## config.mk

```make
export PLATFORM = sky130hd
export DESIGN_NAME = vns_norm
export DESIGN_NICKNAME = d
export VERILOG_FILES = /design/src/hdl/vns_pkg.sv /design/src/hdl/vns_norm.sv
export SDC_FILE = /design/constraint.sdc
export NUM_CORES = 1
export LEC_CHECK = 0
export BUFFER_PORTS_ARGS = -buffer_cell sky130_fd_sc_hd__buf_2
export CORE_MARGIN = 1.5
export CORE_UTILIZATION = 42
export DETAILED_ROUTE_END_ITERATION = 10
export PLACE_DENSITY = 0.67
export SLEW_MARGIN = 30
export SYNTH_ARGS = -nofsm -noshare
export SYNTH_HDL_FRONTEND = slang
export SYNTH_SLANG_ARGS = --single-unit
```

## constraint.sdc

```tcl
create_clock -name clk -period 7.5 [get_ports clk]
set_input_delay 1.5 -clock clk [delete_from_list [all_inputs] [get_ports clk]]
set_output_delay 1.5 -clock clk [all_outputs]
set_load 0.01 [all_outputs]
```

## src/hdl/vns_pkg.sv

```systemverilog
// ----------------------------------------------------------------------------
// vns_pkg
// Shared types and constants of the vector norm sorter: the word formats of
// both channels, the stored entry and the norm unit's step counts.
// ----------------------------------------------------------------------------
package vns_pkg;

  localparam int MAX_VECTORS_DEF = 32;
  localparam int COMP_W          = 16;
  localparam int NORM_W          = 16;

  // sum of four squares needs 33 bits, radicand is padded to an even width
  localparam int SUM_W      = 2 * COMP_W + 1;
  localparam int RAD_W      = 2 * COMP_W + 2;
  localparam int ROOT_W     = RAD_W / 2;
  localparam int REM_W      = ROOT_W + 2;
  localparam int SQ_STEPS   = 5;
  localparam int ROOT_STEPS = ROOT_W;
  localparam int STEP_W     = 5;

  typedef struct packed {
    logic signed [COMP_W-1:0] comp_u;
    logic signed [COMP_W-1:0] comp_x;
    logic signed [COMP_W-1:0] comp_y;
    logic signed [COMP_W-1:0] comp_z;
    logic                     last_vector;
  } vec_word_t;

  typedef struct packed {
    logic signed [COMP_W-1:0] out_u;
    logic signed [COMP_W-1:0] out_x;
    logic signed [COMP_W-1:0] out_y;
    logic signed [COMP_W-1:0] out_z;
    logic        [NORM_W-1:0] out_norm;
    logic                     out_last;
    logic                     overflow;
  } res_word_t;

  typedef struct packed {
    logic signed [COMP_W-1:0] u;
    logic signed [COMP_W-1:0] x;
    logic signed [COMP_W-1:0] y;
    logic signed [COMP_W-1:0] z;
  } vec_t;

  typedef struct packed {
    vec_t              vec;
    logic [NORM_W-1:0] norm;
  } entry_t;

  // commands from the sequencer to the cell row
  typedef struct packed {
    logic insert;
    logic drain;
  } cell_cmd_t;

endpackage

```

## src/hdl/vns_norm.sv

```systemverilog
// ----------------------------------------------------------------------------
// vns_norm
// Iterative Euclidean norm: one shared multiplier squares the four magnitudes
// in turn, then a digit-by-digit square root gives one root bit per cycle.
// ----------------------------------------------------------------------------
module vns_norm (
  input  logic                 clk,
  input  logic                 rst,
  input  logic                 start,
  input  vns_pkg::vec_t        vec,
  output logic                 done,
  output logic [vns_pkg::NORM_W-1:0] norm
);
  import vns_pkg::*;

  typedef enum logic [3:0] {
    N_IDLE = 4'b0001,
    N_SQ   = 4'b0010,
    N_ROOT = 4'b0100,
    N_DONE = 4'b1000
  } nstate_t;

  nstate_t                 state;
  logic [STEP_W-1:0]       step;
  logic [COMP_W-1:0]       mag [4];
  logic [2*COMP_W-1:0]     prod;
  logic [SUM_W-1:0]        acc;
  logic [SUM_W-1:0]        acc_next;
  logic [RAD_W-1:0]        rad;
  logic [REM_W-1:0]        rem;
  logic [ROOT_W-1:0]       root;
  logic [REM_W+1:0]        rem_sh;
  logic [REM_W+1:0]        trial;
  logic                    take;

  function automatic logic [COMP_W-1:0] abs16(input logic signed [COMP_W-1:0] c);
    abs16 = c[COMP_W-1] ? COMP_W'(-c) : COMP_W'(c);
  endfunction

  assign acc_next = acc + SUM_W'(prod);

  // one root digit: bring down two radicand bits, try to subtract 4r+1
  assign rem_sh = {rem, rad[RAD_W-1 -: 2]};
  assign trial  = (REM_W+2)'({root, 2'b01});
  assign take   = rem_sh >= trial;

  // sequence squaring then root extraction
  always_ff @(posedge clk) begin
    if (rst) begin
      state <= N_IDLE;
      step  <= '0;
    end else begin
      unique case (state)
        N_IDLE: begin
          if (start) begin
            state <= N_SQ;
            step  <= '0;
          end
        end
        N_SQ: begin
          if (step == STEP_W'(SQ_STEPS - 1)) begin
            state <= N_ROOT;
            step  <= '0;
          end else begin
            step <= step + 1'b1;
          end
        end
        N_ROOT: begin
          if (step == STEP_W'(ROOT_STEPS - 1)) begin
            state <= N_DONE;
          end else begin
            step <= step + 1'b1;
          end
        end
        N_DONE: begin
          state <= N_IDLE;
        end
        default: state <= N_IDLE;
      endcase
    end
  end

  // datapath: load, square and accumulate, extract root
  always_ff @(posedge clk) begin
    if (state == N_IDLE && start) begin
      mag[0] <= abs16(vec.u);
      mag[1] <= abs16(vec.x);
      mag[2] <= abs16(vec.y);
      mag[3] <= abs16(vec.z);
      prod   <= '0;
      acc    <= '0;
    end else if (state == N_SQ) begin
      prod   <= mag[0] * mag[0];
      mag[0] <= mag[1];
      mag[1] <= mag[2];
      mag[2] <= mag[3];
      mag[3] <= '0;
      acc    <= acc_next;
      rad    <= RAD_W'(acc_next);
      rem    <= '0;
      root   <= '0;
    end else if (state == N_ROOT) begin
      rad  <= {rad[RAD_W-3:0], 2'b00};
      rem  <= take ? REM_W'(rem_sh - trial) : REM_W'(rem_sh);
      root <= {root[ROOT_W-2:0], take};
    end
  end

  assign done = state == N_DONE;
  // saturate the root at full scale
  assign norm = root[ROOT_W-1] ? {NORM_W{1'b1}} : root[NORM_W-1:0];

endmodule

```

==> summary.md <==
| Metric | Value |
|---|---|
| Initial Util | 0.428 |
| Worst setup path class | reg -> reg |
| Final slew viol count | 0 |
| Mapped Area | 19000 µm² |
| Cts bufs inserted | 26 |
| TNS Setup | 0 ns |
| Post-synthesis cell count | 2128 |
| RSZ-0062 raised after global routing | false |
| HP Class | reg -> reg |
| Crit start category | register |
| First-pass GRT wire length | 71.2 mm |
| Antenna violations before repair | 5 |
| Syn Area/Cell | 8.95 µm² |
| Max-slew headroom | 0.411 |
| Clock Root Buffer | clkbuf_16 |
| Post-synth cell types | 72 |
| Die Area | 46600 µm² |
| Yosys reg bits | 207 |
| Most frequent cells in the layout | nand2_1 (381), inv_1 (291), fa_1 (164) |
| # port buffers | 83 |
| Top-area cell type share of the netlist area | 0.211 |
| Vias per inst | 5.17 |
| Post-CTS Hold Fix Bufs | 0 |
| Site Rows | 77 |
| CTS clk-pin slew, worst paths | 0.06 ns |
| DRT Pass-1 Iters | 5 |
| Max incr delay on CP | 0.63 ns |
| GR Overflow Total | 0 |
| Vias in the first global route | 14.7k |
| Wire per inst | 15.2 µm |
| Detailed Place HPWL | 32.5 mm |
| Drt initial violations | 639 |
| Max Buffers Root-to-Sink | 3 |
| Layout cells sized above 1 | 0.0775 |
| Area of the multi-input gates | 12100 µm² |
| Post-Route WL | 42.2 mm |
| Final #Nets | 2552 |
| Clock Latency Late Sink | 0.57 ns |
| Ys flop type | edfxtp_1 |
| Vias | 14.4k |
| Largest area contributor in the netlist | edfxtp_1 |
| PostCTS Resize Cnt | 0 |
| Die Span X | 216 µm |
| Most common library cell in the layout ignoring fill and taps | nand2_1 |
| Syn nets | 2518 |
| Pre-CTS setup slack | 1.09 ns |
| Clock skew | 0.0432 ns |
| CP Capture Type | register |
| Final RePlAce weighted congestion | 0.919 |
| Worst slew pin tran | 0.884 ns |
| # Max-Cap Violations | 0 |
| Fill cells | 4211 |
| Final Setup Violations | 0 |
| Final Hold Vio Count | 0 |
| Max FO, Critical Path | 12 |
| Die Ht | 216 µm |
| Final std cells w/o fill | 2775 |
| Register area share after synthesis | 0.288 |
| Ys Warns | 0 |
| I/O pin total | 84 |
| CTS tree | yes |
| Largest cells by area after synthesis | edfxtp_1 (21%), fa_1 (17%), ha_1 (10%) |
| Async SR Flop Fraction | 0 |
| EDFF count, synth | 134 |
| Crit-path slowest cell | edfxtp_1 |
| WP data arrival | 6.83 ns |
| Core Region | 44500 µm² |
| Final worst slack | 1.05 ns |
| Min Tclk post-route | 6.45 ns |
| Overall routing resource usage | 0.185 |
| Worst EP required | 7.88 ns |
| Max frequency | 155 MHz |
| Register Area | 5490 µm² |
| Cells along the critical path | inv_1, nor2_1, inv_1, fa_1, fa_1, inv_1, ha_1, fa_1, fa_1, inv_1, fa_1, inv_1, ha_1, nand2_1, nor2_1, a41o_1, nor2_1, o31ai_1, a21boi_0, xor2_1, o21ai_0 |
| # Post-CTS Setup Buffers | 0 |
| Dpl cells | 2726 |
| Largest net degree at the start of global routing | 204 |
| Area growth, synth to finish | 9.42% |
| Drt drc | 0 |
| Final ANT Viol Nets | 0 |
| Clock sink count | 207 |
| Final worst-path cycle share | 0.860 |
| H-tree levels | 1 |
| Outcome | finished clean |
## registers in the layout, indices dropped and copies added, names as in the netlist
register / count
mag: 64
rad: 34
acc: 33
prod: 31
rem: 19
root: 17
step: 5
state: 4
## final timing paths
path	startpoint	to	slack (ns)	depth (start not counted)
max	mag[0][12]	prod[23]	1.05	21
min	acc[28]	acc[28]	0.45	2
max reg2reg	mag[0][12]	prod[23]	1.05	21
min reg2reg	acc[28]	acc[28]	0.45	2
## synthesized netlist by cell type, drive strengths merged, types with 6 or more instances
master and instances:
o21ai 120, nand4 21, xnor2 53, o31ai 16
clkbuf 62, nor3 13, xor2 81, nand2b 13
a211oi 8, fa 164, or3 19, a21o 48
buf 22, nor2b 17, a21oi 89, nor2 122
a31oi 16, and2 49, mux2i 23, nand3b 9
and3 6, inv 292, nand2 382, o21a 9
or2 8, dfxtp 73, edfxtp 134, nand3 28
ha 159
## worst max-delay path: cells and delay by family (launching register included)
family	cells	cell delay, ns
AOI/OAI and AO/OA	4	1.05
xor gates and xnor gates	1	0.16
adders and majority gates	7	3.24
buffers and inverters	5	0.48
DFF	1	0.63
and+or+nand+nor	4	0.69
## logic make-up after synthesis
kind of cell	share of synthesized area
simple gates	0.167
buf+inv	0.0761
compound gates	0.118
fa+ha+maj	0.277
flops	0.288
xor+xnor	0.0616
mux	0.0127
## layer usage
metal,vias up,share of wire,track usage
met1,6882,0.44,0.234
met4,6,0.036,0.0644
li1,7093,-,-
met5,-,0.00083,0
met3,92,0.047,0.0334
met2,283,0.48,0.318
## through the flow
stage / utilization / cell area (µm²) / hold slack, ns
floorplan: - / 19000 / 0.426
CTS: 0.468 / 20800 / 0.452
global route: 0.468 / 20800 / 0.462
detailed placement: 0.448 / 19900 / 0.442
finish: 0.468 / 20800 / 0.449
global placement: 0.448 / 19900 / 0.436
## layout make-up
class / count / share of cell area
Antenna cell: 1 / 0.000120
Clock buffer: 36 / 0.0355
Clock inverter: 12 / 0.00721
Inverter: 293 / 0.0528
Multi-Input combinational cell: 1544 / 0.582
Sequential cell: 207 / 0.263
Tap cell: 592 / 0.0356
Timing Repair Buffer: 90 / 0.0231
Power is left out: the tool's default activity adds up to more than one toggle a clock period on the data nets, which glitch-free logic cannot reach.
